`src/hdl/spq_pkg.sv`:
```
// Package for the stable priority task queue.
// Holds the queue depth, field widths, status codes and the cell types.
// No dependencies.
`timescale 1ns / 1ps
`default_nettype none

package spq_pkg;

	localparam int DEPTH  = 16;
	localparam int PRIO_W = 8;
	localparam int HNDL_W = 16;
	localparam int OCC_W  = 5;
	localparam int CNT_W  = $clog2(DEPTH + 1);

	localparam logic REQ_PUSH = 1'b0;
	localparam logic REQ_POP  = 1'b1;

	typedef enum logic [1:0] {
		ST_OK    = 2'd0,
		ST_EMPTY = 2'd1,
		ST_FULL  = 2'd2
	} status_t;

	typedef struct packed {
		logic                     valid;
		logic signed [PRIO_W-1:0] prio;
		logic [HNDL_W-1:0]        handle;
	} entry_t;

	typedef struct packed {
		logic                     push;
		logic                     pop;
		logic signed [PRIO_W-1:0] prio;
		logic [HNDL_W-1:0]        handle;
	} cmd_t;

endpackage

`default_nettype wire

```
`src/hdl/spq_cell.sv`:
```
// One storage cell of the sorted task chain.
// Depends on spq_pkg for the entry and command types.
`timescale 1ns / 1ps
`default_nettype none

module spq_cell
	import spq_pkg::*;
(
	input  wire logic   clk,
	input  wire logic   arst_n,
	input  wire cmd_t   cmd,
	input  wire entry_t left_entry,
	input  wire logic   left_ahead,
	input  wire entry_t right_entry,
	output entry_t      entry,
	output logic        ahead
);

	logic                     valid_q;
	logic signed [PRIO_W-1:0] prio_q;
	logic [HNDL_W-1:0]        handle_q;
	entry_t                   nxt;
	logic                     load;

	assign entry.valid  = valid_q;
	assign entry.prio   = prio_q;
	assign entry.handle = handle_q;

	// A new task goes ahead of this cell's task if the cell is empty or the new task has strictly higher priority.
	assign ahead = !valid_q || ($signed(cmd.prio) > $signed(prio_q));

	always_comb begin
		nxt  = entry;
		load = 1'b0;
		if (cmd.pop) begin
			nxt  = right_entry;
			load = 1'b1;
		end else if (cmd.push && ahead) begin
			load = 1'b1;
			if (left_ahead) begin
				nxt = left_entry;
			end else begin
				nxt.valid  = 1'b1;
				nxt.prio   = cmd.prio;
				nxt.handle = cmd.handle;
			end
		end
	end

	always_ff @(posedge clk or negedge arst_n) begin
		if (!arst_n) begin
			valid_q <= 1'b0;
		end else if (load) begin
			valid_q <= nxt.valid;
		end
	end

	always_ff @(posedge clk) begin
		if (load) begin
			prio_q   <= nxt.prio;
			handle_q <= nxt.handle;
		end
	end

endmodule

`default_nettype wire

```
`src/hdl/stable_priority_task_queue.sv`:
```
// Top level of the stable priority task queue.
// Depends on spq_pkg and spq_cell.
//
// Usage: a request (req_type, priority_req, task_handle) transfers at a rising
// edge where start is high and busy is low. A push stores the task; a pop
// returns the task of highest priority, the oldest one among equal priorities.
// The tasks sit in a chain of cells kept in serving order, so a request that
// succeeds updates the chain in the transfer cycle itself.
// The result appears with done high for exactly one cycle, the cycle after the
// transfer, and carries status, the popped task and the occupancy after the
// request. Busy is high during that result cycle, so the block takes no new
// request while a result is shown; busy is driven by the result register.
// A push on a full queue reports full and drops the task. A pop on an empty
// queue reports empty. Popped fields are zero unless a pop succeeds.
// Reset empties the queue and clears any pending result. The receiver cannot
// stall: each result is taken in the cycle it is shown.
`timescale 1ns / 1ps
`default_nettype none

module stable_priority_task_queue
	import spq_pkg::*;
(
	input  wire logic                     clk,
	input  wire logic                     arst_n,
	input  wire logic                     start,
	output logic                          busy,
	input  wire logic                     req_type,
	input  wire logic signed [PRIO_W-1:0] priority_req,
	input  wire logic [HNDL_W-1:0]        task_handle,
	output logic                          done,
	output logic [1:0]                    status,
	output logic signed [PRIO_W-1:0]      popped_priority,
	output logic [HNDL_W-1:0]             popped_handle,
	output logic [OCC_W-1:0]              occupancy
);

	entry_t                   entries [DEPTH];
	logic   [DEPTH-1:0]       aheads;
	logic   [DEPTH-1:0]       vbits;
	cmd_t                     cmd;
	logic                     accept;
	logic                     full;
	logic                     empty;
	logic [CNT_W-1:0]         count_q;
	logic [CNT_W-1:0]         count_nxt;
	logic                     done_q;
	status_t                  status_q;
	status_t                  status_nxt;
	logic signed [PRIO_W-1:0] pprio_q;
	logic [HNDL_W-1:0]        phandle_q;
	logic [OCC_W-1:0]         occ_q;

	assign busy   = done_q;
	assign accept = start && !busy;
	assign full   = entries[DEPTH-1].valid;
	assign empty  = !entries[0].valid;

	assign cmd.push   = accept && (req_type == REQ_PUSH) && !full;
	assign cmd.pop    = accept && (req_type == REQ_POP) && !empty;
	assign cmd.prio   = priority_req;
	assign cmd.handle = task_handle;

	for (genvar i = 0; i < DEPTH; i++) begin : g_cell
		entry_t left_e;
		logic   left_b;
		entry_t right_e;

		if (i == 0) begin : g_head
			assign left_e = '0;
			assign left_b = 1'b0;
		end else begin : g_body
			assign left_e = entries[i-1];
			assign left_b = aheads[i-1];
		end

		if (i == DEPTH - 1) begin : g_tail
			assign right_e = '0;
		end else begin : g_mid
			assign right_e = entries[i+1];
		end

		spq_cell u_cell (
			.clk         (clk),
			.arst_n      (arst_n),
			.cmd         (cmd),
			.left_entry  (left_e),
			.left_ahead  (left_b),
			.right_entry (right_e),
			.entry       (entries[i]),
			.ahead       (aheads[i])
		);

		assign vbits[i] = entries[i].valid;
	end

	always_comb begin
		count_nxt  = count_q;
		status_nxt = ST_OK;
		if (req_type == REQ_PUSH) begin
			if (full) begin
				status_nxt = ST_FULL;
			end else begin
				count_nxt = count_q + CNT_W'(1);
			end
		end else begin
			if (empty) begin
				status_nxt = ST_EMPTY;
			end else begin
				count_nxt = count_q - CNT_W'(1);
			end
		end
	end

	always_ff @(posedge clk or negedge arst_n) begin
		if (!arst_n) begin
			count_q <= '0;
			done_q  <= 1'b0;
		end else begin
			done_q <= accept;
			if (accept) begin
				count_q <= count_nxt;
			end
		end
	end

	always_ff @(posedge clk) begin
		if (accept) begin
			status_q  <= status_nxt;
			occ_q     <= OCC_W'(count_nxt);
			pprio_q   <= cmd.pop ? entries[0].prio : '0;
			phandle_q <= cmd.pop ? entries[0].handle : '0;
		end
	end

	assign done            = done_q;
	assign status          = status_q;
	assign popped_priority = pprio_q;
	assign popped_handle   = phandle_q;
	assign occupancy       = occ_q;

	a_count_bound: assert property (@(posedge clk) disable iff (!arst_n)
		count_q <= CNT_W'(DEPTH))
		else $error("task count exceeds depth");

	a_count_matches: assert property (@(posedge clk) disable iff (!arst_n)
		$countones(vbits) == int'(count_q))
		else $error("task count disagrees with occupied cells");

	a_cells_packed: assert property (@(posedge clk) disable iff (!arst_n)
		((vbits + DEPTH'(1)) & vbits) == '0)
		else $error("occupied cells are not packed at the head");

	a_no_overlap: assert property (@(posedge clk) disable iff (!arst_n)
		!(cmd.push && cmd.pop))
		else $error("push and pop issued to the chain together");

	a_empty_result: assert property (@(posedge clk) disable iff (!arst_n)
		(done && status == ST_EMPTY) |-> (occupancy == '0 && popped_handle == '0))
		else $error("empty pop result carries data");

endmodule

`default_nettype wire
```
`config.mk`:
```
export PLATFORM = sky130hd
export DESIGN_NAME = stable_priority_task_queue
export DESIGN_NICKNAME = d
export VERILOG_FILES = /design/src/hdl/spq_pkg.sv /design/src/hdl/spq_cell.sv /design/src/hdl/stable_priority_task_queue.sv
export SDC_FILE = /design/constraint.sdc
export NUM_CORES = 1
export LEC_CHECK = 0
export BUFFER_PORTS_ARGS = -buffer_cell sky130_fd_sc_hd__buf_2
export CORE_MARGIN = 4
export CORE_UTILIZATION = 50
export CTS_CLUSTER_SIZE = 16
export DETAILED_ROUTE_END_ITERATION = 8
export PLACE_DENSITY = 0.77
export SYNTH_ARGS = -nofsm -noshare
export SYNTH_HDL_FRONTEND = slang
export SYNTH_SLANG_ARGS = --single-unit
```
`constraint.sdc`:
```
create_clock -name clk -period 3.3 [get_ports clk]
set_input_delay 0.66 -clock clk [delete_from_list [all_inputs] [get_ports clk]]
set_output_delay 0.66 -clock clk [all_outputs]
set_load 0.005 [all_outputs]
```
Word level (Yosys, flattened, before mapping)
Index checks and enable logic that the tools add are counted.

operators by class
  add/sub/neg operators = 2
  order comparisons = 16
  multiplexer cells = 85
  bitwise operators = 1
  reduce and logical (&&, ||, !) cells = 86

operator list
  cell                                               number
  two-way mux 25 bit                                 47
  greater-than comparator 8 bit                      16
  two-way mux 1 bit                                  33
  AND reduction 2 bit                                16
  nonzero test 2 bit                                 16
  logical AND 1 bit                                  21
  zero test 1 bit                                    17
  logical OR 1 bit                                   16
  two-way mux 5 bit                                  3
  adder 5 x 1 -> 5 bit (second input constant)       1
  subtractor 5 x 1 -> 5 bit (second input constant)  1
  two-way mux 2 bit                                  2
  NOT 1 bit                                          1

word-level totals
  register bits = 437
  output and inout port bits = 33
  word-level logic and storage cells = 244

Longest topological paths before layout
Gate-level depths: netlist of the first run.

  word-level depth = 8
  gate-level depth with buffers = 11

Cells and area by module
Synthesis of the first run repeated with hierarchy kept, for this count alone.

unflattened totals
  cells, all modules = 2,417
  area, all modules = 25,668.4 sq um

modules (own cells, without submodules)
  module                      instances  cells each  area each (sq um)  sequential area each (sq um)
  spq_cell                    16         144         1,503.9            745.7
  stable_priority_task_queue  1          113         1,605.3            1,081.0

Least setup slack after synthesis of the first run
OpenSTA, ideal clock, no wires.

  kind = input-to-reg
  from = input priority_req[0]
  to = register g_cell[0].u_cell.handle_q[0], enable pin
  setup time = 438 ps
  data arrival time = 3,810 ps
  slack = -948 ps
  stages on the path = 9
  buffers on the path = 1
  path through = clkbuf_1 -> inv_1 -> ha_1 -> nor2b_1 -> o21ai_0 -> a21oi_1 -> o211ai_1 -> and3_1 -> o21ai_0

on the way
  longest elaborated chain between the ends = 6

RTL lines
  element                          RTL line                          source
  start: declaration               stable_priority_task_queue.sv:28  input wire logic signed [PRIO_W-1:0] priority_req,
  greater-than comparator 8 bit *  spq_cell.sv:30                    assign ahead = !valid_q || ($signed(cmd.prio) > $signed(prio_q));
  logical OR 1 bit *               spq_cell.sv:30
  logical AND 1 bit *              spq_cell.sv:38                    end else if (cmd.push && ahead) begin
  two-way mux 1 bit                spq_cell.sv:38
  two-way mux 1 bit                spq_cell.sv:35                    if (cmd.pop) begin
  AND reduction 2 bit (no line) *  -
  end signal: assignment           spq_cell.sv:61                    handle_q <= nxt.handle;
  end: declaration                 spq_cell.sv:21                    logic [HNDL_W-1:0] handle_q;

Mark *: on every way between the ends. The rest lies on a longest branch, timed or not.
A chain may end at the register's enable or synchronous reset.

==> results of run 1 <==
## critical path: cells and delay by family
| kind | cells | cell delay [ns] |
|---|---|---|
| AOI/OAI and AO/OA | 5 | 1.24 |
| buffers and inverters | 2 | 0.76 |
| adders and majority gates | 1 | 0.35 |
| and+or+nand+nor | 1 | 0.34 |
## final timing paths
kind / slack (ns) / endpoint / from
worst max-delay path: 0.36 / g_cell[3].u_cell.handle_q[9]$_DFFE_PP_ / priority_req[5]
worst min-delay path: 0.08 / count_q[2]$_DFFE_PN0P_ / arst_n
worst max register to register: 0.54 / g_cell[3].u_cell.handle_q[9]$_DFFE_PP_ / g_cell[2].u_cell.prio_q[5]$_DFFE_PP_
worst min register to register: 0.53 / g_cell[14].u_cell.handle_q[0]$_DFFE_PP_ / g_cell[15].u_cell.handle_q[0]$_SDFFCE_PP0P_
max in group asynchronous: 2.79 / g_cell[2].u_cell.valid_q$_DFFE_PN0P_ / arst_n
min in group clk: 0.41 / count_q[1]$_DFFE_PN0P_ / req_type
## flip-flops by register name, indices dropped and copies added (netlist names)
| signal | flops |
|---|---|
| g_cell.u_cell.handle_q | 256 |
| g_cell.u_cell.prio_q | 128 |
| g_cell.u_cell.valid_q | 16 |
| popped_handle | 16 |
| popped_priority | 8 |
| count_q | 5 |
| occupancy | 5 |
| status | 2 |
| busy | 1 |
## metrics by stage
stage          hold slack, ns  instance area, um2  util (%)
6_report               0.0782               27500      56.3
5_1_grt                 0.104               27500      56.3
4_1_cts                0.0704               27500      56.3
3_5_place_dp            0.525               26000      53.3
3_3_place_gp            0.508               26000      53.3
2_1_floorplan           0.364               24700         -
## routing by layer
metal	part of all wire, %	global-route usage [%]	routed length [um]	vias up
li1	-	-	-	8773
met5	0	0	0	-
met4	5.1	12.3	3490	0
met1	40	32.0	26900	9445
met3	6.8	3.04	4600	216
met2	49	41.8	33000	935
## where the power goes
group	internal, mW	leakage, nW	switching [mW]
clock	2.86	0.720	2.29
combinational	2.99	6.13	4.46
sequential	8.04	4.11	0.870
total	13.9	11.0	7.62
## logic make-up (layout without fill, tap and decap cells)
group / count (synthesis) / after routing / share of synthesized area (%)
flip-flops: 437 / 437 / 52.7
buffers and inverters: 307 / 369 / 5.67
adder cells (fa/ha/maj): 122 / 122 / 6.18
XOR/XNOR: 7 / 7 / 0.248
multiplexers: 138 / 138 / 5.60
AO/OA/AOI/OAI: 679 / 679 / 17.9
AND/OR/NAND/NOR: 670 / 670 / 11.8
other: 0 / 1 / 0
## final cells by class
| class | count | area, um2 | share of cell area (%) |
|---|---|---|---|
| Antenna cell | 1 | 2.50 | 0.00910 |
| Clock buffer | 65 | 1310 | 4.74 |
| Clock inverter | 22 | 168 | 0.610 |
| Inverter | 127 | 477 | 1.73 |
| Multi-Input combinational cell | 1616 | 10400 | 37.8 |
| Sequential cell | 437 | 13000 | 47.3 |
| Tap cell | 664 | 831 | 3.02 |
| Timing Repair Buffer | 155 | 1300 | 4.73 |
## synthesized netlist by cell type, types with 27 or more instances
library cell	instances	share of area, %
edfxtp_1	415	50
a21oi_1	283	5.7
a22oi_1	45	1.4
nand4_1	27	0.68
buf_2	71	1.4
o22a_1	35	1.2
mux2i_1	137	5.6
o21ai_0	147	3.0
clkbuf_1	72	1.1
nor2_1	157	2.4
o221a_2	70	3.2
inv_1	126	1.9
ha_1	122	6.2
nand2_1	354	5.4
nand3_1	30	0.61
==> impl_metrics.yaml, run 1 <==
status:
  outcome: "complete, no violations"
floorplanning:
  die_h_um: 230
  initial_utilization_pct: 50.6
  row_count: 81
  io_pins: 61
  die_w_um: 230
  fp.coreArea_mm2: 0.0488
  die_area_mm2: 0.0530
sta:
  setup_viol: 0
  period_needed_ns: 2.94
  final_hold_viol_count: 0
  rsz0062_at_grt: "no"
  clock_skew_ns: 0.0204
  setup_ws_ns: 0.363
  drv_slew: 0
  tns_ns: 0
  max_slew_margin_pct: 52.0
  tightest_slew_ns: 0.720
  fin_crit_sh_pct: 89.0
  fmax_ghz: 0.340
yosys:
  synth.avg_cell_area_um2: 10.5
  synth-seq-area-share_pct: 52.7
  synth.distinct_cells: 64
  synth_area_mm2: 0.0247
  syn-num-nets: 2510
  yosys_warnings: 0
  synthFlopType: "edfxtp_1"
  synth_cells: 2360
  synth_edf_count: 415
  async_flop_share_pct: 5.03
  ys_ff_latch: 437
detailed_routing:
  via_count: 19369
  first_iter_violations: 1995
  drc_errors: 0
  wl_per_cell_um: 22.0
  ant_nets: 0
  routed_wirelength_um: 68000
  dr.pass1.iters: 8
  vias_per_cell: 6.27
global_routing:
  grt.overflow.total: 0
  grt_pass1_vias: 19944
  antenna_found_initial: 0
  grt_max_degree: 104
  gr-usage-all-layers_pct: 24.9
  grt_pass1_wl_um: 107000
place:
  preCtsSetupSlack_ns: -0.166
  placedCellCount: 2999
  dpl.hpwl_um: 47000
  routabilityCongestion: 0.891
  port_buffers: 60
clock_network:
  hold_buffers: 0
  cts_resized: 0
  clkTransAtPathRegs_ns: 0.06
  cts.root.buffer_cell: "clkbuf_16"
  clock_sinks: 437
  cts_tree: "done"
  htreeDepth: 2
  cts_buffer_depth: 3
  clk-insertion-delay-late_ns: 0.61
  cts_setup_buffers: 0
  cts-buffers-inserted: 48
job:
  drv_cap: 0
worst_setup_path:
  critical_path_required_ns: 3.74
  worstPathMaxFanout: 21
  path_cells: "buf_2 > ha_1 > a21o_1 > a2111oi_0 > a211o_1 > and2_1 > buf_4 > a21oi_1 > a21oi_1"
  ff2ff_path_depth: 9
  critPathMostFrequentCell: "a21oi_1"
  max_stage_delay_ns: 0.59
  path_class: "in2reg"
  slowest_stage: "a2111oi_0"
  arrival_ns: 3.38
  crit_path_end_kind: "flip-flop"
  startpoint_type: "input port"
finish:
  fin_cells: 3087
  mostFrequentLayoutCell: "edfxtp_1"
  final_net_count: 2535
  n_fill_cell: 4092
  area_growth_pct: 11.4
  final_cell_mix: "415 x edfxtp_1, 354 x nand2_1, 275 x a21oi_1, 155 x nor2_1, 146 x o21ai_0"
  drive_gt1_share_pct: 13.3
power_and_ir_drop:
  p_leak_nw: 11.0
  peakVddDrop_mv: 0.548
  power_mw: 21.5
  power.density_mw_per_mm2: 782
min_path:
  hold_path_class: "in2async"
No activity file was read; power rests on OpenSTA's default activity.
==> inputs of run 2 (changes only) <==
- BUFFER_PORTS_ARGS: -buffer_cell sky130_fd_sc_hd__buf_2 -> unset
- DONT_BUFFER_PORTS: unset -> 1
- PLACE_DENSITY: 0.77 -> 0.76
==> impl_metrics.yaml, run 2 (synthesis gave the netlist of run 1 again) <==
detailed_routing:
  dr.pass1.iters: 7
  vias_per_cell: 6.36
  via_count: 19146
  routed_wirelength_um: 67900
  drc_errors: 0
  wl_per_cell_um: 22.6
  ant_nets: 0
  first_iter_violations: 2253
global_routing:
  grt_pass1_vias: 19448
  antenna_found_initial: 0
  grt_pass1_wl_um: 106000
  grt.overflow.total: 0
  gr-usage-all-layers_pct: 24.8
  grt_max_degree: 97
finish:
  drive_gt1_share_pct: 10.7
  mostFrequentLayoutCell: "edfxtp_1"
  largest_reg_flops: 256
  n_fill_cell: 4069
  reg_top3: "g_cell.u_cell.handle_q: 256 flops, g_cell.u_cell.prio_q: 128 flops"
  area_growth_pct: 9.89
  largest-register: "g_cell.u_cell.handle_q"
  multiInputGateArea_mm2: 0.0104
  fin_cells: 3009
  antennaDiodeCount: 0
  final_net_count: 2455
  final_cell_mix: "415 x edfxtp_1, 354 x nand2_1, 275 x a21oi_1, 155 x nor2_1, 146 x o21ai_0"
  design_area_mm2: 0.0271
  ff_latch_area_mm2: 0.0130
floorplanning:
  fp.coreArea_mm2: 0.0488
  die_h_um: 230
  row_count: 81
  io_pins: 61
  die_area_mm2: 0.0530
  initial_utilization_pct: 50.6
  die_w_um: 230
place:
  dpl.hpwl_um: 46000
  port_buffers: 0
  routabilityCongestion: 0.866
  placed_area_mm2: 0.0255
  placedCellCount: 2917
worst_setup_path:
  path_class: "reg2reg"
  r2r_end: "g_cell[2].u_cell.handle_q[8]$_DFFE_PP_"
  ff2ff_path_depth: 9
  reg2reg_from: "g_cell[1].u_cell.prio_q[5]$_DFFE_PP_"
  critical_path_required_ns: 3.74
  crit_path_end_kind: "flip-flop"
  worstPathMaxFanout: 16
  startpoint_type: "flip-flop"
  arrival_ns: 3.08
  r2r_setup_slack_ns: 0.66
sta:
  final_hold_viol_count: 0
  period_needed_ns: 2.64
  clock_skew_ns: 0.0159
  tightest_slew_ns: 0.558
  fin_crit_sh_pct: 79.9
  setup_viol: 0
  max_slew_margin_pct: 62.7
  drv_slew: 0
  fmax_ghz: 0.379
  rsz0062_at_grt: "no"
power_and_ir_drop:
  intPower_mw: 14.2
  switching_share_pct: 34.6
  p_seq_share_pct: 41.2
  power_switching_mw: 7.48
  power.density_mw_per_mm2: 797
  p_leak_nw: 10.7
  power_frac_clock_pct: 25.9
  peakVddDrop_mv: 0.567
  pwr-share-comb_pct: 33.0
clock_network:
  cts.root.buffer_cell: "clkbuf_16"
  cts_setup_buffers: 0
  clkTransAtPathRegs_ns: 0.06
  clk-insertion-delay-late_ns: 0.60
  cts_tree: "done"
  clock_sinks: 437
  htreeDepth: 2
  cts-buffers-inserted: 48
  cts_buffer_depth: 3
job:
  drv_cap: 0
min_path:
  hold_path_class: "in2reg"
  holdPathStages: 1
  hold_path_end: "count_q[1]$_DFFE_PN0P_"
  hp-start: "req_type"
status:
  outcome: "complete, no violations"
## run 2: changes by cell type in the layout (fill, tap and decap cells not counted), sizes merged
cell and delta:
dlygate4sd3 +1, buf -81, clkinvlp -1, clkinv -4, diode -1, clkbuf +4, bufinv +4
## run 2: repair_timing
action / in CTS / in global routing
endpoints found under the hold margin: 22 / 0
hold buffers: 2 / 0
setup endpoints to repair: 0 / 0
gates resized for setup: 0 / 0
## run 2: worst max-delay path: stages (launching register included)
cell       delay, ns
edfxtp_1        0.41
inv_1           0.10
ha_1            0.25
a21o_1          0.16
a2111oi_0       0.40
a211o_1         0.16
and2_1          0.41
buf_4           0.31
a21oi_1         0.09
a21oi_1         0.18
## run 2: per-layer routing
metal / vias to the layer above / part of all wire, % / routed length [um] / GRT usage, %
met4: 0 / 3.1 / 2090 / 8.68
met1: 9453 / 39 / 26700 / 31.9
met3: 145 / 7.8 / 5300 / 3.46
met2: 944 / 50 / 33800 / 43.1
li1: 8604 / - / - / -
met5: - / 0 / 0 / 0
## run 2: area by class of cell
| class | instances | area share, % |
|---|---|---|
| sequential | 437 | 47.9 |
| multi-input combinational | 1616 | 38.4 |
| clock buffer | 69 | 5.01 |
| tap | 664 | 3.06 |
| timing repair buffer | 75 | 2.87 |
| inverter | 127 | 1.76 |
| clock inverter | 21 | 0.996 |
## run 2: how the worst max path moves through the flow
stage,startpoint,end,cells after the start
floorplan,priority_req[0],g_cell[7].u_cell.handle_q[0]$_DFFE_PP_,10
global placement,priority_req[0],g_cell[6].u_cell.handle_q[7]$_DFFE_PP_,8
detailed placement,priority_req[0],g_cell[6].u_cell.handle_q[6]$_DFFE_PP_,8
CTS,g_cell[1].u_cell.prio_q[5]$_DFFE_PP_,g_cell[2].u_cell.handle_q[8]$_DFFE_PP_,9
global route,g_cell[1].u_cell.prio_q[5]$_DFFE_PP_,g_cell[2].u_cell.handle_q[2]$_DFFE_PP_,9
finish,g_cell[1].u_cell.prio_q[5]$_DFFE_PP_,g_cell[2].u_cell.handle_q[8]$_DFFE_PP_,9
## run 2: power by group through the flow
stage	registers [mW]	logic [mW]	clock network, mW
5_1_grt	9.02	7.79	5.90
6_report	8.91	7.14	5.60
3_5_place_dp	8.99	6.96	0
2_1_floorplan	8.62	5.32	0
4_1_cts	8.89	7.02	5.68
3_3_place_gp	8.95	6.62	0
## run 2: per-stage QoR
stage | hold slack (ns) | setup WS, ns | utilization, % | TNS [ns] | total power [mW]
detailed placement | 0.366 | 0.324 | 52.2 | 0 | 15.9
floorplan | 0.364 | -0.0669 | - | -7.91 | 13.9
finish | 0.158 | 0.663 | 55.6 | 0 | 21.6
global route | 0.137 | 0.505 | 55.6 | 0 | 22.7
CTS | 0.122 | 0.704 | 55.6 | 0 | 21.6
global placement | 0.366 | 0.420 | 52.2 | 0 | 15.6
